**config.mk**
```make
export PLATFORM = sky130hd
export DESIGN_NAME = bitmap_find_next_set_engine
export DESIGN_NICKNAME = d
export VERILOG_FILES = /design/src/design/bfns_pkg.sv /design/src/design/bfns_bitmap_mem.sv /design/src/design/bfns_scan_unit.sv /design/src/design/bitmap_find_next_set_engine.sv
export SDC_FILE = /design/constraint.sdc
export NUM_CORES = 2
export LEC_CHECK = 0
export BUFFER_PORTS_ARGS = -buffer_cell sky130_fd_sc_hd__buf_4
export CORE_MARGIN = 1.5
export CORE_UTILIZATION = 63
export CTS_CLUSTER_DIAMETER = 60
export CTS_CLUSTER_SIZE = 20
export DETAILED_ROUTE_END_ITERATION = 6
export HOLD_SLACK_MARGIN = 0.12
export PLACE_DENSITY = 0.79
export SYNTH_ARGS = -nofsm -noshare
export SYNTH_HDL_FRONTEND = slang
export SYNTH_HIERARCHICAL = 1
export SYNTH_SLANG_ARGS = --single-unit
```
**constraint.sdc**
```tcl
create_clock -name clock -period 8.8 [get_ports clock]
set_input_delay 1.32 -clock clock [delete_from_list [all_inputs] [get_ports clock]]
set_output_delay 1.32 -clock clock [all_outputs]
set_load 0.005 [all_outputs]
```
**src/design/bfns_pkg.sv**
```systemverilog
// package for the bitmap find-next-set engine
// holds sizes, operation codes, sequencer states and the structs between modules
// no dependencies
package bfns_pkg;

   localparam int WORDS  = 32;
   localparam int ADDR_W = $clog2(WORDS);
   localparam int WORD_W = 32;
   localparam int WIU_W  = 6;

   localparam logic [2:0] KIND_GET   = 3'd0;
   localparam logic [2:0] KIND_SET   = 3'd1;
   localparam logic [2:0] KIND_FIND  = 3'd2;
   localparam logic [2:0] KIND_COUNT = 3'd3;
   localparam logic [2:0] KIND_CLEAR = 3'd4;

   typedef enum logic [1:0] {
      ST_IDLE,
      ST_SCAN,
      ST_RESP
   } state_type;

   typedef struct packed {
      logic              clear;
      logic              wr_en;
      logic [ADDR_W-1:0] wr_addr;
      logic [WORD_W-1:0] wr_data;
      logic              rd_en;
      logic [ADDR_W-1:0] rd_addr;
   } mem_ctl_type;

   typedef struct packed {
      logic       any;
      logic [4:0] idx;
      logic [5:0] ones;
   } scan_res_type;

endpackage

```
**src/design/bfns_bitmap_mem.sv**
```systemverilog
// bitmap word store: one write port, one registered read port
// per-word valid flags give the all-zero reset and the clear of the whole store
// depends on bfns_pkg
module bfns_bitmap_mem
   import bfns_pkg::*;
(
   input  logic              clock,
   input  logic              reset,
   input  mem_ctl_type       ctl,
   output logic [WORD_W-1:0] rd_data
);

   logic [WORD_W-1:0] bitmap_ff [WORDS];
   logic [WORDS-1:0]  valid_ff;
   logic [WORDS-1:0]  valid_in;
   logic [WORD_W-1:0] rd_data_ff;
   logic              rd_valid_ff;

   always_comb begin
      valid_in = valid_ff;
      if (ctl.clear) begin
         valid_in = '0;
      end else if (ctl.wr_en) begin
         valid_in[ctl.wr_addr] = 1'b1;
      end
   end

   always_ff @(posedge clock) begin
      if (reset) begin
         valid_ff <= '0;
      end else begin
         valid_ff <= valid_in;
      end
   end

   always_ff @(posedge clock) begin
      if (ctl.wr_en) begin
         bitmap_ff[ctl.wr_addr] <= ctl.wr_data;
      end
   end

   always_ff @(posedge clock) begin
      if (ctl.rd_en) begin
         rd_data_ff  <= bitmap_ff[ctl.rd_addr];
         rd_valid_ff <= valid_ff[ctl.rd_addr];
      end
   end

   // a word never written since reset or clear reads as zero
   assign rd_data = rd_data_ff & {WORD_W{rd_valid_ff}};

endmodule

```
**src/design/bfns_scan_unit.sv**
```systemverilog
// shared word unit: on the first word of a scan masks bits below the start offset, counts ones
// and finds the lowest set bit of one 32-bit word
// depends on bfns_pkg
module bfns_scan_unit
   import bfns_pkg::*;
(
   input  logic [WORD_W-1:0] word,
   input  logic [4:0]        offset,
   input  logic              first,
   output scan_res_type      res
);

   logic [WORD_W-1:0] masked;
   logic [5:0]        ones;
   logic [2:0]        nib;
   logic [3:0]        nib_bits;
   logic [1:0]        low;

   function automatic logic [2:0] ones4(input logic [3:0] v);
      ones4 = 3'(v[0]) + 3'(v[1]) + 3'(v[2]) + 3'(v[3]);
   endfunction

   always_comb begin
      masked = first ? (word & ~((32'd1 << offset) - 32'd1)) : word;
      ones = '0;
      for (int n = 0; n < 8; n++) begin
         ones = ones + 6'(ones4(masked[4*n +: 4]));
      end
      // lowest nibble holding a one, then lowest bit inside it
      nib = '0;
      for (int n = 7; n >= 0; n--) begin
         if (|masked[4*n +: 4]) begin
            nib = 3'(n);
         end
      end
      nib_bits = masked[4*nib +: 4];
      low = '0;
      for (int b = 3; b >= 0; b--) begin
         if (nib_bits[b]) begin
            low = 2'(b);
         end
      end
      res.any  = |masked;
      res.idx  = {nib, low};
      res.ones = ones;
   end

endmodule

```
**src/design/bitmap_find_next_set_engine.sv**
```systemverilog
// top level of the bitmap find-next-set engine: sequencer, words-in-use
// register and result register; uses bfns_bitmap_mem and bfns_scan_unit
// depends on bfns_pkg
//
//  channel | direction | handshake             | word
//  req     | in        | req_valid/req_ready   | kind, position, value
//  rsp     | out       | rsp_valid/rsp_ready   | bit_value, found, found_position, bit_count
//  csr     | in        | csr_valid/csr_ready   | words_in_use
//
// get and set in range read their word once, and set writes it back; clear, unused
// kinds, out-of-range get or set and a scan with no word to read issue no read
// find next and count read one word per cycle through the single memory read port
// and the shared word unit until the scan reaches its last word; a find next that stops
// on a hit drops the read it has already issued
// reset clears the bitmap through per-word valid flags, no sweep
// a result waiting on rsp_ready does not block the next accept; it stalls the
// hand-over of the following result, and no new word is taken until that hand-over
module bitmap_find_next_set_engine
   import bfns_pkg::*;
(
   input  logic              clock,
   input  logic              reset,
   input  logic              req_valid,
   output logic              req_ready,
   input  logic [2:0]        req_kind,
   input  logic signed [10:0] req_position,
   input  logic              req_value,
   output logic              rsp_valid,
   input  logic              rsp_ready,
   output logic              rsp_bit_value,
   output logic              rsp_found,
   output logic [9:0]        rsp_found_position,
   output logic [10:0]       rsp_bit_count,
   input  logic              csr_valid,
   output logic              csr_ready,
   input  logic [WIU_W-1:0]  csr_words_in_use
);

   state_type state_ff, state_in;

   logic [WIU_W-1:0]  wiu_ff, wiu_in;
   logic [WIU_W-1:0]  active;
   logic [10:0]       bits;

   logic [2:0]        kind_ff, kind_in;
   logic              value_ff, value_in;
   logic [4:0]        bitsel_ff, bitsel_in;
   logic [WIU_W-1:0]  first_addr_ff, first_addr_in;
   logic [WIU_W-1:0]  addr_ff, addr_in;
   logic [WIU_W-1:0]  limit_ff, limit_in;
   logic              pend_ff, pend_in;
   logic [WIU_W-1:0]  eval_addr_ff, eval_addr_in;
   logic              bit_ff, bit_in;
   logic              found_ff, found_in;
   logic [9:0]        fpos_ff, fpos_in;
   logic [10:0]       cnt_ff, cnt_in;

   logic              rsp_valid_ff, rsp_valid_in;
   logic              rsp_bit_ff, rsp_bit_in;
   logic              rsp_found_ff, rsp_found_in;
   logic [9:0]        rsp_fpos_ff, rsp_fpos_in;
   logic [10:0]       rsp_cnt_ff, rsp_cnt_in;

   logic              accept;
   logic              issue;
   logic              hit;
   logic              load;
   logic [10:0]       start;
   logic              in_range;
   logic [WIU_W-1:0]  pos_word;
   logic [WIU_W-1:0]  start_word;
   logic [WORD_W-1:0] rd_data;
   logic [WORD_W-1:0] bit_mask;
   mem_ctl_type       mem_ctl;
   scan_res_type      scan_res;

   bfns_bitmap_mem u_mem (
      .clock   (clock),
      .reset   (reset),
      .ctl     (mem_ctl),
      .rd_data (rd_data)
   );

   bfns_scan_unit u_scan (
      .word   (rd_data),
      .offset (bitsel_ff),
      .first  (eval_addr_ff == first_addr_ff),
      .res    (scan_res)
   );

   // words in use saturates at the store depth
   assign active = (wiu_ff > WIU_W'(WORDS)) ? WIU_W'(WORDS) : wiu_ff;
   assign bits   = {active, 5'b0};

   assign accept     = req_valid && req_ready;
   assign pos_word   = {1'b0, req_position[9:5]};
   assign in_range   = !req_position[10] && (pos_word < active);
   assign start      = req_position[10] ? 11'd0 : (11'(req_position) + 11'd1);
   assign start_word = start[10:5];

   assign issue = (state_ff == ST_SCAN) && (addr_ff < limit_ff);
   assign hit   = pend_ff && ((kind_ff == KIND_GET) || (kind_ff == KIND_SET) ||
                              ((kind_ff == KIND_FIND) && scan_res.any));
   assign load  = (state_ff == ST_RESP) && (!rsp_valid_ff || rsp_ready);
   assign bit_mask = 32'd1 << bitsel_ff;

   // next state
   always_comb begin
      state_in = state_ff;
      unique case (state_ff)
         ST_IDLE: begin
            if (accept) begin
               state_in = ST_SCAN;
            end
         end
         ST_SCAN: begin
            if (hit || (!issue && !pend_ff)) begin
               state_in = ST_RESP;
            end
         end
         ST_RESP: begin
            if (load) begin
               state_in = ST_IDLE;
            end
         end
         default: state_in = ST_IDLE;
      endcase
   end

   // handshake and memory control
   always_comb begin
      req_ready = 1'b0;
      mem_ctl   = '0;
      unique case (state_ff)
         ST_IDLE: begin
            req_ready     = 1'b1;
            mem_ctl.clear = req_valid && (req_kind == KIND_CLEAR);
         end
         ST_SCAN: begin
            mem_ctl.rd_en   = issue;
            mem_ctl.rd_addr = addr_ff[ADDR_W-1:0];
            mem_ctl.wr_en   = pend_ff && (kind_ff == KIND_SET);
            mem_ctl.wr_addr = eval_addr_ff[ADDR_W-1:0];
            mem_ctl.wr_data = value_ff ? (rd_data | bit_mask) : (rd_data & ~bit_mask);
         end
         ST_RESP: begin
         end
         default: begin
         end
      endcase
   end

   // operation registers
   always_comb begin
      kind_in       = kind_ff;
      value_in      = value_ff;
      bitsel_in     = bitsel_ff;
      first_addr_in = first_addr_ff;
      addr_in       = addr_ff;
      limit_in      = limit_ff;
      eval_addr_in  = addr_ff;
      pend_in       = issue;
      bit_in        = bit_ff;
      found_in      = found_ff;
      fpos_in       = fpos_ff;
      cnt_in        = cnt_ff;
      if (accept) begin
         kind_in   = req_kind;
         value_in  = req_value;
         bit_in    = 1'b0;
         found_in  = 1'b0;
         fpos_in   = '0;
         cnt_in    = '0;
         bitsel_in = '0;
         addr_in   = '0;
         limit_in  = '0;
         unique case (req_kind) inside
            KIND_GET, KIND_SET: begin
               bitsel_in = req_position[4:0];
               addr_in   = pos_word;
               limit_in  = in_range ? (pos_word + WIU_W'(1)) : pos_word;
            end
            KIND_FIND: begin
               bitsel_in = start[4:0];
               addr_in   = start_word;
               limit_in  = (start_word < active) ? active : start_word;
            end
            KIND_COUNT: begin
               limit_in = active;
            end
            default: begin
            end
         endcase
         first_addr_in = addr_in;
      end else if (issue) begin
         addr_in = addr_ff + WIU_W'(1);
      end
      if (pend_ff && (state_ff == ST_SCAN)) begin
         unique case (kind_ff) inside
            KIND_GET: begin
               bit_in = rd_data[bitsel_ff];
            end
            KIND_FIND: begin
               if (scan_res.any) begin
                  found_in = 1'b1;
                  fpos_in  = {eval_addr_ff[4:0], scan_res.idx};
               end
            end
            KIND_COUNT: begin
               cnt_in = cnt_ff + 11'(scan_res.ones);
            end
            default: begin
            end
         endcase
      end
      // stop after a hit; an extra read already issued is simply dropped
      if (hit) begin
         pend_in = 1'b0;
      end
   end

   // result register
   always_comb begin
      rsp_valid_in = rsp_valid_ff && !rsp_ready;
      rsp_bit_in   = rsp_bit_ff;
      rsp_found_in = rsp_found_ff;
      rsp_fpos_in  = rsp_fpos_ff;
      rsp_cnt_in   = rsp_cnt_ff;
      if (load) begin
         rsp_valid_in = 1'b1;
         rsp_bit_in   = bit_ff;
         rsp_found_in = found_ff;
         rsp_fpos_in  = fpos_ff;
         rsp_cnt_in   = '0;
         if (kind_ff == KIND_COUNT) begin
            rsp_cnt_in = value_ff ? cnt_ff : (bits - cnt_ff);
         end
      end
   end

   assign csr_ready = 1'b1;
   assign wiu_in    = (csr_valid && csr_ready) ? csr_words_in_use : wiu_ff;

   always_ff @(posedge clock) begin
      if (reset) begin
         state_ff     <= ST_IDLE;
         wiu_ff       <= WIU_W'(32);
         pend_ff      <= 1'b0;
         rsp_valid_ff <= 1'b0;
      end else begin
         state_ff     <= state_in;
         wiu_ff       <= wiu_in;
         pend_ff      <= pend_in;
         rsp_valid_ff <= rsp_valid_in;
      end
   end

   always_ff @(posedge clock) begin
      kind_ff       <= kind_in;
      value_ff      <= value_in;
      bitsel_ff     <= bitsel_in;
      first_addr_ff <= first_addr_in;
      addr_ff       <= addr_in;
      limit_ff      <= limit_in;
      eval_addr_ff  <= eval_addr_in;
      bit_ff        <= bit_in;
      found_ff      <= found_in;
      fpos_ff       <= fpos_in;
      cnt_ff        <= cnt_in;
      rsp_bit_ff    <= rsp_bit_in;
      rsp_found_ff  <= rsp_found_in;
      rsp_fpos_ff   <= rsp_fpos_in;
      rsp_cnt_ff    <= rsp_cnt_in;
   end

   assign rsp_valid          = rsp_valid_ff;
   assign rsp_bit_value      = rsp_bit_ff;
   assign rsp_found          = rsp_found_ff;
   assign rsp_found_position = rsp_fpos_ff;
   assign rsp_bit_count      = rsp_cnt_ff;

   a_busy_after_accept: assert property (@(posedge clock) disable iff (reset)
      (req_valid && req_ready) |=> !req_ready)
      else $error("engine ready again right after accepting a word");

   a_pend_from_scan: assert property (@(posedge clock) disable iff (reset)
      pend_ff |-> ($past(state_ff) == ST_SCAN))
      else $error("read data pending without a scan read");

   a_found_only_find: assert property (@(posedge clock) disable iff (reset)
      ((state_ff == ST_RESP) && found_ff) |-> (kind_ff == KIND_FIND))
      else $error("found flag set for an operation other than find next");

   a_count_bound: assert property (@(posedge clock) disable iff (reset)
      ((state_ff == ST_RESP) && (kind_ff == KIND_COUNT)) |-> (cnt_ff <= bits))
      else $error("ones count exceeds active bits");

endmodule

```
==> results.txt <==
----------------------------------------------------
[Floorplanning]
  Std-Cell Rows ... 103
  Starting density of the core ... 63.51%
  Vertical extent of the die ... between 200 and 300 um
  Number of primary I/O pins ... 52
  Width of the die ... approximately 280 um
  Area of the die ... roughly 81000 um2
  Total core area ... slightly below 80000 um2

[Global routing]
  Initial antenna violation count ... 3
  Via count of the first global-routing pass ... between 20000 and 30000
  First-pass GRT wire length ... approximately 190000 um
  GRT met2 Usage ... a little over half
  GRT Residual Overflow ... 0
  Overall global routing resource usage ... between 30% and 40%
  Met1 Usage GRT ... 43.60%
  Global Route met3 Usage ... under 10%
  Gr busiest metal ... met2
  Pin count of the biggest net entering global routing ... roughly 130

[Timing]
  Setup repair after global routing missed its margin ... false
  Final setup TNS ... 0 ps
  Slew at the pin closest to its max-slew limit ... around 1400 ps
  Slew Limit Fails ... 0
  Hold Vio Cnt, Final ... 0
  Final Cycle Share ... about nine tenths
  Clock period minus worst slack ... between 7000 and 8000 ps
  Relative slew slack ... 9.828%
  Setup clock skew after layout ... approximately 33 ps
  Max frequency ... ~0.13 GHz
  Total setup violations reported at the end of the flow ... 0

[Power and ir drop]
  Worst VDD drop ... approximately 0.00056 V
  Total leakage power ... 17.38 nW
  Cell Pwr Density ... about 280 nW/um2
  Power Total ... 0.01534 W

[Layout]
  Count of nets after finishing ... 3438
  Count of inserted antenna diode cells ... 0
  Post-route cell area ... approximately 54000 um2
  Synthesis-to-layout area growth ... 8.728%
  Filler instances ... about 5200
  Ratio of cells with drive above 1 in the final layout ... 10.67%
  Non-filler cells in the finished layout ... about 4500

[CTS]
  Inserted Clock Buffers ... 85
  Number of H-tree branching levels ... 3
  Clock Tree Buf Depth ... 3
  Number of buffers inserted for hold repair after clock tree synthesis ... 0
  Clock latency reported for the late side of the worst-skew pair ... 660 ps
  TritonCTS clock tree ... built
  Buffer cell driving the clock tree root ... sky130_fd_sc_hd__clkbuf_16
  Number of buffers inserted by post-CTS setup repair ... 0
  Clock edge transition at the registers on the reported setup and hold paths ... around 70 ps
  Total of cells resized after clock tree synthesis ... 0
  Num Clock Sinks ... 1178

[Place]
  Number of input and output port buffers inserted ... 50
  Final weighted congestion in routability-driven placement ... slightly above 0.9
  Standard cell area after detailed placement ... approximately 52000 um2
  HPWL after detailed placement ... 71410 um
  Dpl cells ... between 4000 and 5000

[Drt]
  Final wirelength ... about 130000 um
  Detailed-route vias per instance ... 6.652
  DRC violations left ... 0
  Via count ... roughly 30000
  Number of design-rule violations left by the first detailed-router iteration ... approximately 3500
  Pre-antenna DRT Iters ... 6
  Routed wire per std cell ... roughly 29 um
  Antenna violation net count after detailed routing ... 0

[Critical path]
  Beginning of the worst register-to-register path ... bitsel_ff[2]$_DFFE_PP_
  Path length in cells of the critical path ... 25
  Critical path start-end classification ... flip-flop to flip-flop
  Top Family by Delay on Critical Path ... adder cells
  Capturing element type of the critical path ... flip-flop
  FF-to-FF End ... cnt_ff[8]$_DFF_P_
  CP startpoint kind ... flip-flop
  End point of the critical path ... cnt_ff[8]$_DFF_P_
  Required time at the endpoint of the critical path ... 9320 ps
  Arrival @ worst endpoint ... ~8400 ps
  Register-to-Register Setup Slack ... 940 ps
  Max incr delay on CP ... about 540 ps
  Largest fanout on the critical path ... 5
  Worst path bufs/invs ... 6
  Register-to-Register Path Depth ... 25
  Most frequent cell on the critical path ... sky130_fd_sc_hd__fa_1
  Launching element of the worst setup path ... bitsel_ff[2]$_DFFE_PP_
  Master of the slowest instance on the critical path ... sky130_fd_sc_hd__fa_1

[Min path]
  Worst hold path class ... flip-flop to flip-flop

[Yosys]
  Basic-gate share of the synthesized area counting and, or, nand and nor cells ... about 6.7%
  Largest family of logic cells by synthesized area ... multiplexers
  Asr flop ratio synth ... 0%
  Mapped cell area ... roughly 50000 um2
  Multiplexer share of the synthesized area ... 11.52%
  Cell count after synthesis ... roughly 3300
  Adder-cell share of the synthesized area ... under 10%
  Number of different library cells in the post-synthesis netlist ... between 80 and 90
  Number of warnings printed during yosys synthesis ... 6
  Register area share after synthesis ... 69.20%
  Area fraction in compound gates after synthesis ... a little over 7%
  Count of flip-flops with a built-in enable after synthesis ... ~1100
  Post-synthesis xor/xnor area fraction ... 0.5596%
  Avg Inst Size Synth ... between 15 and 20 um2
  Seq cells post-synth ... around 1200
  Post-synth top flop ... sky130_fd_sc_hd__edfxtp_1
  Nets in the synthesized netlist ... around 3400

[Outcome]
  Status ... completed

[Flow run]
  Number of max-cap violations ... 0

----------------------------------------------------
-- power breakdown --
group | switching, W | internal, W | total [W] | leakage, nW
Combinational | 0.00298 | 0.00188 | 0.00486 | 5.27
Clock | 0.00194 | 0.00204 | 0.00399 | 1.34
Sequential | 0.0000812 | 0.00641 | 0.00649 | 10.8
-- flip-flops by register name, indices dropped and copies added, names as in the netlist, 10 cells and up --
signal / cells
u_mem/bitmap_ff: 1024
u_mem/rd_data_ff: 32
u_mem/valid_ff: 32
cnt_ff: 11
rsp_bit_count: 11
fpos_ff: 10
rsp_found_position: 10
-- worst min-delay path by stage --
stage	startpoint	to	slack, ps	cells past startpoint
after floorplan	addr_ff[5]$_DFFE_PP_	eval_addr_ff[5]$_DFF_P_	400	0
after global placement	fpos_ff[4]$_DFF_P_	rsp_found_position[4]$_DFFE_PP_	420	0
after detailed placement	found_ff$_DFF_P_	rsp_found$_DFFE_PP_	420	0
after CTS	fpos_ff[0]$_DFF_P_	rsp_found_position[0]$_DFFE_PP_	440	0
after global routing	fpos_ff[0]$_DFF_P_	rsp_found_position[0]$_DFFE_PP_	440	0
final	fpos_ff[0]$_DFF_P_	rsp_found_position[0]$_DFFE_PP_	430	0
-- layout by cell type, fill, tap and decap left out, types with 6 or more instances in the layout --
master / netlist / layout
sky130_fd_sc_hd__inv_8: 0 / 6
sky130_fd_sc_hd__a211oi_1: 9 / 9
sky130_fd_sc_hd__clkbuf_16: 0 / 89
sky130_fd_sc_hd__a22o_1: 69 / 69
sky130_fd_sc_hd__nand2_1: 216 / 215
sky130_fd_sc_hd__nor2b_1: 16 / 13
sky130_fd_sc_hd__a21oi_2: 0 / 20
sky130_fd_sc_hd__inv_6: 0 / 8
sky130_fd_sc_hd__nor2_1: 101 / 64
sky130_fd_sc_hd__nand4_1: 11 / 11
sky130_fd_sc_hd__nor3b_1: 7 / 7
sky130_fd_sc_hd__buf_12: 0 / 6
sky130_fd_sc_hd__mux2i_1: 555 / 555
sky130_fd_sc_hd__o211ai_1: 9 / 9
sky130_fd_sc_hd__nor2_4: 0 / 33
sky130_fd_sc_hd__a31oi_1: 39 / 39
sky130_fd_sc_hd__fa_1: 25 / 25
sky130_fd_sc_hd__buf_4: 29 / 118
sky130_fd_sc_hd__and2_1: 48 / 46
sky130_fd_sc_hd__a22oi_1: 102 / 102
sky130_fd_sc_hd__nor3_1: 59 / 59
sky130_fd_sc_hd__o21a_1: 41 / 41
sky130_fd_sc_hd__or2_2: 7 / 6
sky130_fd_sc_hd__inv_1: 65 / 64
sky130_fd_sc_hd__nand3b_1: 8 / 8
sky130_fd_sc_hd__nand3_1: 147 / 147
sky130_fd_sc_hd__or3_1: 8 / 8
sky130_fd_sc_hd__dfxtp_1: 71 / 71
sky130_fd_sc_hd__nand2b_1: 15 / 12
sky130_fd_sc_hd__clkinv_4: 0 / 6
sky130_fd_sc_hd__mux4_2: 8 / 8
sky130_fd_sc_hd__xor2_1: 12 / 12
sky130_fd_sc_hd__and3_1: 9 / 9
sky130_fd_sc_hd__a21o_1: 11 / 11
sky130_fd_sc_hd__xnor2_1: 20 / 20
sky130_fd_sc_hd__edfxtp_1: 1107 / 1107
sky130_fd_sc_hd__a21oi_1: 147 / 124
sky130_fd_sc_hd__ha_1: 38 / 38
sky130_fd_sc_hd__clkinvlp_4: 0 / 7
sky130_fd_sc_hd__o21ai_0: 72 / 72
-- cell type report --
| type | count | area (um2) | area share (%) |
|---|---|---|---|
| Sequential cell | 1178 | 34660 | 63.65 |
| Multi-Input combinational cell | 1892 | 14430 | 26.50 |
| Clock buffer | 93 | 2242 | 4.117 |
| Tap cell | 1050 | 1314 | 2.412 |
| Timing Repair Buffer | 125 | 1021 | 1.875 |
| Clock inverter | 46 | 534.3 | 0.9810 |
| Inverter | 67 | 251.5 | 0.4618 |
-- synthesized netlist by cell type, types with 4 or more instances --
cell,count,share of area [%]
sky130_fd_sc_hd__a211oi_1,9,0.13
sky130_fd_sc_hd__a21o_1,11,0.16
sky130_fd_sc_hd__a21oi_1,147,1.5
sky130_fd_sc_hd__a22o_1,69,1.2
sky130_fd_sc_hd__a22oi_1,102,1.5
sky130_fd_sc_hd__a31oi_1,39,0.49
sky130_fd_sc_hd__and2_1,48,0.60
sky130_fd_sc_hd__and3_1,9,0.11
sky130_fd_sc_hd__buf_1,15,0.11
sky130_fd_sc_hd__buf_2,43,0.43
sky130_fd_sc_hd__buf_4,29,0.43
sky130_fd_sc_hd__buf_6,26,0.58
sky130_fd_sc_hd__clkbuf_1,80,0.60
sky130_fd_sc_hd__dfxtp_1,71,2.8
sky130_fd_sc_hd__edfxtp_1,1107,66
sky130_fd_sc_hd__fa_1,25,1.0
sky130_fd_sc_hd__ha_1,38,0.95
sky130_fd_sc_hd__inv_1,65,0.49
sky130_fd_sc_hd__mux2i_1,555,11
sky130_fd_sc_hd__mux4_2,8,0.36
sky130_fd_sc_hd__nand2_1,216,1.6
sky130_fd_sc_hd__nand2b_1,15,0.19
sky130_fd_sc_hd__nand3_1,147,1.5
sky130_fd_sc_hd__nand3b_1,8,0.12
sky130_fd_sc_hd__nand4_1,11,0.14
sky130_fd_sc_hd__nor2_1,101,0.76
sky130_fd_sc_hd__nor2b_1,16,0.20
sky130_fd_sc_hd__nor3_1,59,0.59
sky130_fd_sc_hd__nor3b_1,7,0.10
sky130_fd_sc_hd__nor4_1,4,0.050
sky130_fd_sc_hd__nor4b_1,4,0.070
sky130_fd_sc_hd__o2111ai_1,5,0.087
sky130_fd_sc_hd__o211ai_1,9,0.13
sky130_fd_sc_hd__o21a_1,41,0.61
sky130_fd_sc_hd__o21ai_0,72,0.72
sky130_fd_sc_hd__o31ai_1,5,0.075
sky130_fd_sc_hd__or2_2,7,0.087
sky130_fd_sc_hd__or3_1,8,0.10
sky130_fd_sc_hd__or3b_2,5,0.087
sky130_fd_sc_hd__xnor2_1,20,0.35
sky130_fd_sc_hd__xor2_1,12,0.21
-- through the flow --
step           setup WS (ps)  utilization, %  hold slack [ps]
2_1_floorplan           1421               -            397.2
3_3_place_gp            1169           65.48            416.8
3_5_place_dp            1031           65.48            421.0
4_1_cts                 1034           69.00            435.5
5_1_grt                590.5           69.05            445.0
6_report               944.6           69.05            430.5
-- cell families (layout without fill, tap and decap cells) --
group | Yosys count | count (layout)
simple gates | 687 | 687
mux | 566 | 566
compound gates | 543 | 543
fa+ha+maj | 63 | 63
flops | 1178 | 1178
xor+xnor | 32 | 32
buf+inv | 266 | 331
other cells | 1 | 1
-- metal layers --
layer	wire length [um]	vias up
met2	62660	1559
met5	32	-
li1	-	12830
met1	49900	14910
met4	4879	4
met3	11650	311
Note: power is estimated with default switching activity, not from simulation.
